$ cat config.mk
export PLATFORM = sky130hd
export DESIGN_NAME = ljpa_ctrl
export DESIGN_NICKNAME = d
export VERILOG_FILES = /design/src/design/ljpa_pkg.sv /design/src/design/ljpa_ctrl.sv
export VERILOG_INCLUDE_DIRS = /design/src /design/src/design
export SDC_FILE = /design/constraint.sdc
export NUM_CORES = 1
export LEC_CHECK = 0
export BUFFER_PORTS_ARGS = -buffer_cell sky130_fd_sc_hd__buf_2
export CORE_ASPECT_RATIO = 0.8
export CORE_MARGIN = 3
export CORE_UTILIZATION = 50
export CTS_BUF_LIST = sky130_fd_sc_hd__clkbuf_4 sky130_fd_sc_hd__clkbuf_8
export CTS_CLUSTER_SIZE = 24
export DETAILED_ROUTE_END_ITERATION = 8
export PLACE_DENSITY = 0.75
export SLEW_MARGIN = 20
export SYNTH_ARGS = -nofsm -noshare
export SYNTH_HDL_FRONTEND = slang
export SYNTH_SLANG_ARGS = --single-unit
$ cat constraint.sdc
create_clock -name clock -period 5.7 [get_ports clock]
set_input_delay 0.855 -clock clock [delete_from_list [all_inputs] [get_ports clock]]
set_output_delay 0.855 -clock clock [all_outputs]
set_load 0.05 [all_outputs]
$ cat src/design/lennard_jones_pair_accumulator_macros.svh
// Assertion macros used by the block's control module.
`ifndef LENNARD_JONES_PAIR_ACCUMULATOR_MACROS_SVH
`define LENNARD_JONES_PAIR_ACCUMULATOR_MACROS_SVH

// same-cycle implication
`define LJPA_ASSERT_IMP(name, clk, rst, ante, cons) \
   name: assert property (@(posedge clk) disable iff (rst) (ante) |-> (cons)) \
      else $error("ljpa assertion failed");

// next-cycle implication
`define LJPA_ASSERT_NXT(name, clk, rst, ante, cons) \
   name: assert property (@(posedge clk) disable iff (rst) (ante) |=> (cons)) \
      else $error("ljpa assertion failed");

`endif

$ cat src/design/ljpa_pkg.sv
`default_nettype none
package ljpa_pkg;

   localparam logic [33:0]        CUTOFF_RESET = 34'd1638400;
   localparam logic [10:0]        MAX_PARTNERS = 11'd1024;
   localparam logic signed [63:0] LIM          = 64'sh7FFF_FFFF_FFFF_FFFF;
   localparam logic signed [63:0] ONE          = 64'sh0000_0001_0000_0000;
   localparam logic signed [63:0] MUL24        = 64'sh0000_0018_0000_0000;
   localparam logic signed [63:0] MUL4         = 64'sh0000_0004_0000_0000;
   localparam logic signed [63:0] TERM_MAX     = 64'sh0000_7FFF_FFFF_FFFF;
   localparam logic [6:0]         DIV_LAST     = 7'd64;
   localparam logic [6:0]         SQ_LAST      = 7'd2;
   localparam logic [6:0]         MUL_WB       = 7'd5;

   typedef enum logic [6:0] {
      ST_IDLE = 7'b0000001,
      ST_SQ   = 7'b0000010,
      ST_CHK  = 7'b0000100,
      ST_DIV  = 7'b0001000,
      ST_MUL  = 7'b0010000,
      ST_ACC  = 7'b0100000,
      ST_FIN  = 7'b1000000
   } state_type;

   typedef enum logic [3:0] {
      OP_I2, OP_I3, OP_I4, OP_G, OP_G24, OP_E, OP_E4, OP_FX, OP_FY, OP_FZ
   } op_type;

   typedef struct packed {
      logic       load;
      logic       sq;
      logic [1:0] sq_sel;
      logic       div_step;
      logic       div_first;
      logic       inv_sat;
      logic       mul_ld;
      logic       mul_pp;
      logic [1:0] pp_idx;
      logic       mul_wb;
      op_type     op;
      logic       acc;
      logic       emit;
   } cmd_type;

   typedef struct packed {
      logic in_range;
      logic small_d2;
      logic last;
      logic out_busy;
   } status_type;

endpackage
`default_nettype wire

$ cat src/design/ljpa_ctrl.sv
`default_nettype none
`include "lennard_jones_pair_accumulator_macros.svh"
module ljpa_ctrl (
   input  wire logic                clock,
   input  wire logic                reset,
   input  wire logic                req_tvalid,
   output logic                     req_tready,
   input  wire ljpa_pkg::status_type status,
   output ljpa_pkg::cmd_type        cmd
);
   import ljpa_pkg::*;

   state_type  state_ff, state_in;
   logic [6:0] cnt_ff, cnt_in;
   op_type     op_ff, op_in;

   assign req_tready = (state_ff == ST_IDLE);

   always_comb begin
      state_in = state_ff;
      cnt_in   = cnt_ff;
      op_in    = op_ff;
      cmd      = '0;
      cmd.op   = op_ff;
      unique case (state_ff)
         ST_IDLE: begin
            if (req_tvalid) begin
               cmd.load = 1'b1;
               cnt_in   = '0;
               state_in = ST_SQ;
            end
         end
         ST_SQ: begin
            cmd.sq     = 1'b1;
            cmd.sq_sel = cnt_ff[1:0];
            if (cnt_ff == SQ_LAST) begin
               cnt_in   = '0;
               state_in = ST_CHK;
            end else begin
               cnt_in = cnt_ff + 7'd1;
            end
         end
         ST_CHK: begin
            cnt_in = '0;
            op_in  = OP_I2;
            if (!status.in_range) begin
               state_in = ST_FIN;
            end else if (status.small_d2) begin
               cmd.inv_sat = 1'b1;
               state_in    = ST_MUL;
            end else begin
               state_in = ST_DIV;
            end
         end
         ST_DIV: begin
            cmd.div_step  = 1'b1;
            cmd.div_first = (cnt_ff == '0);
            if (cnt_ff == DIV_LAST) begin
               cnt_in   = '0;
               op_in    = OP_I2;
               state_in = ST_MUL;
            end else begin
               cnt_in = cnt_ff + 7'd1;
            end
         end
         ST_MUL: begin
            if (cnt_ff == '0) begin
               cmd.mul_ld = 1'b1;
               cnt_in     = cnt_ff + 7'd1;
            end else if (cnt_ff == MUL_WB) begin
               cmd.mul_wb = 1'b1;
               cnt_in     = '0;
               if (op_ff == OP_FZ) begin
                  state_in = ST_ACC;
               end else begin
                  op_in = op_type'(op_ff + 4'd1);
               end
            end else begin
               cmd.mul_pp = 1'b1;
               cmd.pp_idx = 2'(cnt_ff - 7'd1);
               cnt_in     = cnt_ff + 7'd1;
            end
         end
         ST_ACC: begin
            cmd.acc  = 1'b1;
            state_in = ST_FIN;
         end
         ST_FIN: begin
            if (!status.last) begin
               state_in = ST_IDLE;
            end else if (!status.out_busy) begin
               cmd.emit = 1'b1;
               state_in = ST_IDLE;
            end
         end
         default: state_in = ST_IDLE;
      endcase
   end

   always_ff @(posedge clock) begin
      if (reset) begin
         state_ff <= ST_IDLE;
         cnt_ff   <= '0;
         op_ff    <= OP_I2;
      end else begin
         state_ff <= state_in;
         cnt_ff   <= cnt_in;
         op_ff    <= op_in;
      end
   end

   `LJPA_ASSERT_NXT(a_accept_to_sq, clock, reset, req_tvalid && req_tready, state_ff == ST_SQ)
   `LJPA_ASSERT_NXT(a_div_to_mul, clock, reset, state_ff == ST_DIV && cnt_ff == DIV_LAST, state_ff == ST_MUL && op_ff == OP_I2 && cnt_ff == 7'd0)
   `LJPA_ASSERT_IMP(a_emit_ok, clock, reset, cmd.emit, status.last && !status.out_busy)

endmodule
`default_nettype wire

## Word level (Yosys, flattened, before mapping)

Cells that the tools add are included.

| word-level totals | value |
|---|---|
| logic and storage cells | 69 |
| input bits | 7 |
| bits in registers | 18 |
| output and inout port bits | 19 |

| cells by class | value |
|---|---|
| add/subtract/negate cells | 3 |
| equality and inequality tests | 19 |
| multiplexer cells | 38 |
| reductions and logical operators | 6 |

Operators with widths:

| kind | number |
|---|---|
| 2-to-1 mux 7 bit | 14 |
| one-hot mux 7 bit (7 select lines) | 1 |
| one-hot mux 7 bit (5 select lines) | 1 |
| 2-to-1 mux 4 bit | 5 |
| == test 7 x 2 -> 1 bit (second input constant) | 2 |
| == test 7 x 3 -> 1 bit (second input constant) | 2 |
| == test 7 bit (second input constant) | 2 |
| != test 2 bit (second input constant) | 7 |
| one-hot mux 4 bit (3 select lines) | 1 |
| 2-to-1 mux 1 bit | 11 |
| 2-to-1 mux 5 bit | 2 |
| adder 7 x 1 -> 7 bit (second input constant) | 1 |
| == test 7 x 1 -> 1 bit (second input constant) | 1 |
| == test 7 x 4 -> 1 bit (second input constant) | 1 |
| == test 7 x 5 -> 1 bit (second input constant) | 1 |
| == test 7 x 6 -> 1 bit (second input constant) | 1 |
| zero test 7 bit | 1 |
| AND reduction 7 bit | 1 |
| 2-to-1 mux 3 bit | 2 |
| AND reduction 5 bit | 1 |
| nonzero test 5 bit | 1 |
| adder 4 x 1 -> 4 bit (second input constant) | 1 |
| == test 4 bit (second input constant) | 1 |
| != test 3 bit (second input constant) | 1 |
| 4 further kinds | 4 |

## Depth between registers and ports, before layout

Gate-level depths: netlist of run 1.

| depth | value |
|---|---|
| depth after elaboration | 5 |
| mapped depth | 7 |

## Least setup slack after synthesis of run 1

OpenSTA, ideal clock, no wires.

| path | value |
|---|---|
| path kind | register to output |
| start | reg state_ff[2] |
| end | out cmd[17] (netlist bit) |
| data required time | 4.845 ns |
| stages on the path, launching flop included | 5 |
| setup slack | 2.129 ns |
| arrival | 2.716 ns |
| buffers on the path | 1 |
| cell sequence | dfxtp_1 > or4_1 > buf_2 > nor3_1 > and2_1 |

RTL lines:

| element | line | source |
|---|---|---|
| start: declaration | ljpa_ctrl.sv:13 | `state_type state_ff, state_in;` |
| start signal: assignment | ljpa_ctrl.sv:106 | `state_ff <= state_in;` |
| end: declaration | ljpa_ctrl.sv:9 | `output ljpa_pkg::cmd_type cmd` |

==> impl_metrics.tcl, run 1 <==
set metrics [dict create \
    outcome "completed" \
    critPathMaxStageDelay_ns 0.55 \
    setup_tns_ns 0 \
    power_frac_seq 0.313 \
    r2r_slack_ns 3.05 \
    peakVddDrop_mv 0.130 \
    hold_class "flop to flop" \
    finClkSkew_ns 0.00141 \
    drt_iter0_drc 121 \
    cp_common_cell "nor3_1" \
    endpoint_kind "primary output" \
    cp_max_fo 9 \
    postSynth.asyncResetShare 0 \
    finalHoldViolCount 0 \
    synth.area.top_cells "dfxtp_1 29%, ha_1 6.1%, a21oi_1 5.7%, nor3_1 4.5%, nor2_1 3.7%" \
    die_h_um 50.4 \
    synth.distinct_cells 47 \
    rr_worst_depth 5 \
    setup_viol 0 \
    met3_length_um 195 \
    antenna_left 0 \
    ys_seq_elements 18 \
    clk_pin_slew_ns 0.11 \
    routed-wl-met2_um 1500 \
    cts_tree "yes" \
    clockPowerShare 0.166 \
    clock_latency_ns 0.31 \
    wl_um 3130 \
    htree_num_levels 1 \
    crit_chain "nor3_1, and4b_1, nand2_1, nor3_1, buf_2" \
    crit_type "flop to primary output" \
    hpwl_um 2380 \
    port_buffers 25 \
    worstMarginPinSlew_ns 0.732 \
    dr.pass1.iters 4 \
    cts_buffer_depth 2 \
    startpoint "state_ff[5]" \
    die_area_um2 3100 \
    drive_gt1_frac 0.186 \
    grt_max_degree 14 \
    num_vias 1330 \
    gp_congestion 0.807 \
    yosys_warnings 0 \
    ios 26 \
    worstPathRequired_ns 4.85 \
    highest_layer "met4" \
    fin_area_um2 1390 \
    synth-edff-count 0 \
    rows 15 \
    syn_area_per_cell_um2 7.94 \
    fillers 205 \
    cts.sink_count 18 \
    globalRoute.totalOverflow 0 \
    critPathLaunchType "flop" \
    grt_pass1_wl_um 5350 \
    p_switching_w 0.000241 \
    synth_top_flop_cell "dfxtp_1" \
    comb_power_share 0.520 \
    synth_commonest_cells "18 x dfxtp_1, 14 x a21oi_1, 12 x nor2_1" \
    endpoint "cmd[7]" \
    crit_buf_inv 1 \
    synth_top_area_share 0.293 \
    yosysMostFrequentCell "dfxtp_1" \
    synth_top_area_cell "dfxtp_1" \
    multi_input_area_um2 808 \
    n_antenna_cell 0 \
    crit_path_top_delay_cell "nor3_1" \
    reg2reg_from "state_ff[5]" \
    m1WireLength_um 1390 \
    timing.final.crit_share 0.558 \
    synth_seq_area_share 0.293 \
    ctsHoldBuffers 0 \
    final_nets 191 \
    cp.depth 5 \
    slew_viol_final 0 \
    p_int_w 0.000263 \
    drv_cap 0 \
    first_global_vias 1174 \
    worstPathArrival_ns 2.33 \
    netlist_instances 155 \
    synthesis.area_um2 1230 \
    leakagePower_nw 0.564 \
    relSlewSlack 0.508 \
    seqCellArea_um2 360 \
    cts_setup_buffers 0 \
    synthesis.nets 168 \
    post-route-min-period_ns 3.18 \
    route.detailed.drc 0 \
    rsz0062_at_grt "false" \
    dpl_cell_area_um2 1360 \
    power_density_nw_per_um2 362 \
    root_buffer "clkbuf_4" \
    wl_per_cell_um 15.5 \
    grt_usage 0.227 \
    area_growth_pct 13.0 \
    path_delay_family "simple AND/OR/NAND/NOR gates" \
    antenna_found_initial 0 \
    chipWidth_um 61.5 \
    routed_via_density 6.58 \
    numCtsBuffers 3 \
    core_um2 2250 \
    start_util 0.547 \
    p_sw_frac 0.478 \
    fmax_mhz 314 \
    cts_resized 0 \
    rr_endpoint "cnt_ff[5]" \
]
[tightest hold or removal path, cell delays in order (launching register included)]
cell and delay [ns]:
dfxtp_1 0.35, o31ai_1 0.07, a21oi_1 0.06
[cell families (layout without fill, tap and decap cells)]
kind of cell               count (synthesis)  after routing  synth area share
buffers and inverters                     15             37            0.0508
AOI/OAI and AO/OA                         46             46             0.257
DFF                                       18             18             0.293
and+or+nand+nor                           70             70             0.338
adders and majority gates                  6              6            0.0610
[registers in the layout (all words and copies together), names as in the netlist]
name      flops
op_ff         4
cnt_ff        7
state_ff      7
[power groups by stage]
| stage | Sequential, W | Clock (W) | Combinational [W] |
|---|---|---|---|
| after detailed placement | 0.000160 | 0 | 0.000257 |
| after floorplan | 0.000154 | 0 | 0.000208 |
| after CTS | 0.000157 | 0.0000842 | 0.000258 |
| final | 0.000158 | 0.0000837 | 0.000262 |
| after global placement | 0.000159 | 0 | 0.000248 |
| after global routing | 0.000160 | 0.0000890 | 0.000282 |
[metal layers]
layer / track usage / vias to the layer above
li1: - / 639
met1: 0.309 / 641
met5: 0 / -
met2: 0.345 / 43
met4: 0.0883 / 0
met3: 0.0488 / 7
[layout make-up]
| type | count | area share |
|---|---|---|
| timing repair buffer | 25 | 0.0899 |
| multi-input combinational | 122 | 0.581 |
| tap | 25 | 0.0225 |
| sequential | 18 | 0.259 |
| inverter | 8 | 0.0216 |
| clock buffer | 4 | 0.0261 |
[stage by stage]
| stage | power [W] | hold WS, ns | worst slack [ns] | cells | util |
|---|---|---|---|---|---|
| global placement | 0.000407 | 0.484 | 3.01 | 198 | 0.602 |
| CTS | 0.000499 | 0.521 | 2.55 | 202 | 0.618 |
| floorplan | 0.000363 | 0.470 | 2.13 | 155 | - |
| finish | 0.000503 | 0.518 | 2.52 | 202 | 0.618 |
| global route | 0.000531 | 0.575 | 2.27 | 202 | 0.618 |
| detailed placement | 0.000417 | 0.504 | 2.90 | 198 | 0.602 |
[cells in the final DEF (no fill, tap or decap), drive strengths merged, types with 3 or more instances in the layout]
cell / netlist / final
a31oi: 4 / 4
nand2: 5 / 5
nand4b: 3 / 3
inv: 8 / 8
buf: 4 / 25
dfxtp: 18 / 18
nor2: 12 / 12
ha: 6 / 6
and4b: 3 / 3
nor2b: 3 / 3
nand3: 7 / 7
a21oi: 14 / 14
or4: 5 / 5
nor3: 11 / 11
or3: 4 / 4
nor4: 3 / 3
o21ai: 8 / 8
clkbuf: 3 / 4
[worst min path at each step]
stage                      to  startpoint  cells after the start  slack (ns)
finish               op_ff[3]    op_ff[3]                      2        0.52
detailed placement   op_ff[3]    op_ff[3]                      2        0.50
global placement     op_ff[3]    op_ff[3]                      2        0.48
CTS                  op_ff[3]    op_ff[3]                      2        0.52
floorplan           cnt_ff[5]   cnt_ff[5]                      2        0.47
global route        cnt_ff[5]   cnt_ff[5]                      2        0.57
No activity file was read; power rests on OpenSTA's default activity.
==> run 2, diff against run 1 <==
- clock period: 5.7 -> 3.2 ns (I/O delays scaled with it)
==> impl_metrics.tcl, run 2 (synthesized netlist as in run 1, its figures left out) <==
set metrics [dict create \
    outcome "completed" \
    grt_usage 0.213 \
    hpwl_um 2310 \
    chipWidth_um 61.5 \
    globalRoute.totalOverflow 0 \
    timing.final.crit_share 0.884 \
    port_buffers 25 \
    first_global_vias 1138 \
    die_h_um 50.4 \
    fillers 216 \
    clock_latency_ns 0.29 \
    relSlewSlack 0.516 \
    numCtsBuffers 3 \
    wl_um 3050 \
    ios 26 \
    final_common_cell "buf_2" \
    p_int_w 0.000442 \
    comb_power_share 0.535 \
    slew_viol_final 0 \
    grt_pass1_wl_um 5030 \
    p_sw_frac 0.484 \
    critPathLaunchType "flop" \
    fmax_mhz 353 \
    num_vias 1287 \
    peakVddDrop_mv 0.299 \
    grt_max_degree 14 \
    power_frac_seq 0.330 \
    antenna_found_initial 0 \
    rows 15 \
    route.detailed.drc 0 \
    antenna_left 0 \
    cts_setup_buffers 0 \
    power_density_nw_per_um2 619 \
    wl_per_cell_um 15.2 \
    cts_buffer_depth 2 \
    mostFrequentLayoutCells "25 x buf_2, 18 x dfxtp_1, 14 x a21oi_1, 12 x nor2_1, 11 x nor3_1" \
    hold_class "primary input to flop" \
    worstPathRequired_ns 2.72 \
    cp_max_fo 12 \
    worstPathArrival_ns 2.35 \
    setup_viol 0 \
    area_growth_pct 12.4 \
    drt_iter0_drc 72 \
    met3_length_um 146 \
    rsz0062_at_grt "false" \
    finalHoldViolCount 0 \
    clk_pin_slew_ns 0.10 \
    startpoint "state_ff[5]" \
    ctsHoldBuffers 0 \
    clockPowerShare 0.135 \
    reg2reg_from "state_ff[5]" \
    htree_num_levels 1 \
    dr.pass1.iters 4 \
    top_regs "cnt_ff (7), state_ff (7), op_ff (4)" \
    hp-start "status[3]" \
    endpoint_kind "primary output" \
    die_area_um2 3100 \
    post-route-min-period_ns 2.83 \
    highest_layer "met4" \
    crit_type "flop to primary output" \
    n_antenna_cell 0 \
    start_util 0.547 \
    worstMarginPinSlew_ns 0.720 \
    post-route-util 0.614 \
    finalPower_w 0.000856 \
    cts_resized 0 \
    finClkSkew_ns 0.00107 \
    core_um2 2250 \
    drive_gt1_frac 0.188 \
    final_nets 191 \
    routed_via_density 6.40 \
    r2r_slack_ns 0.54 \
    m1WireLength_um 1520 \
    gp_congestion 0.835 \
    cts_tree "yes" \
    p_switching_w 0.000415 \
    cts.sink_count 18 \
    routed-wl-met2_um 1370 \
    drv_cap 0 \
    root_buffer "clkbuf_4" \
    leakagePower_nw 0.557 \
]
run 2: cell types whose count changed in the layout (fill, tap and decap cells not counted):
cell | before | now
clkbuf_8 | 1 | 0
nor4b_1 | 1 | 0
nor4b_2 | 0 | 1
run 2: worst max-delay path: stages (launching register included):
cell and delay, ns:
dfxtp_1 0.41, nor3_1 0.56, nand4b_1 0.52, nor2_1 0.27, buf_2 0.30
run 2: final timing paths:
| kind | to | cells past startpoint |
|---|---|---|
| worst max register to register | cnt_ff[5] | 5 |
| worst max-delay path | cmd[10] | 4 |
| worst min-delay path | state_ff[6] | 3 |
| worst min register to register | op_ff[3] | 2 |
run 2: per-stage QoR:
stage / instances / cell area [um2] / hold slack, ns / setup TNS (ns) / setup slack, ns
finish: 201 / 1380 / 0.463 / 0 / 0.370
global route: 201 / 1380 / 0.473 / 0 / 0.174
CTS: 201 / 1380 / 0.465 / 0 / 0.444
detailed placement: 198 / 1360 / 0.483 / 0 / 0.661
global placement: 198 / 1360 / 0.481 / 0 / 0.772
floorplan: 155 / 1240 / 0.470 / -0.000987 / -0.000987
run 2: area by class of cell:
type	instances	area (um2)	area share
repair buffers	25	125	0.0904
clock buffers	3	22.5	0.0163
flip-flops and latches	18	360	0.260
inverters	8	30.0	0.0217
well taps	25	31.3	0.0226
multi-input cells	122	815	0.589
run 2: metal layers:
layer,vias up,global-route usage
li1,644,-
met1,604,0.294
met3,2,0.0566
met2,37,0.326
met5,-,0
met4,0,0.0495
run 2: power by group through the flow:
stage | sequential (W) | combinational [W] | clock (W)
after global placement | 0.000284 | 0.000439 | 0
after CTS | 0.000282 | 0.000452 | 0.000118
after detailed placement | 0.000287 | 0.000452 | 0
final | 0.000282 | 0.000458 | 0.000116
after floorplan | 0.000277 | 0.000372 | 0
after global routing | 0.000287 | 0.000501 | 0.000131
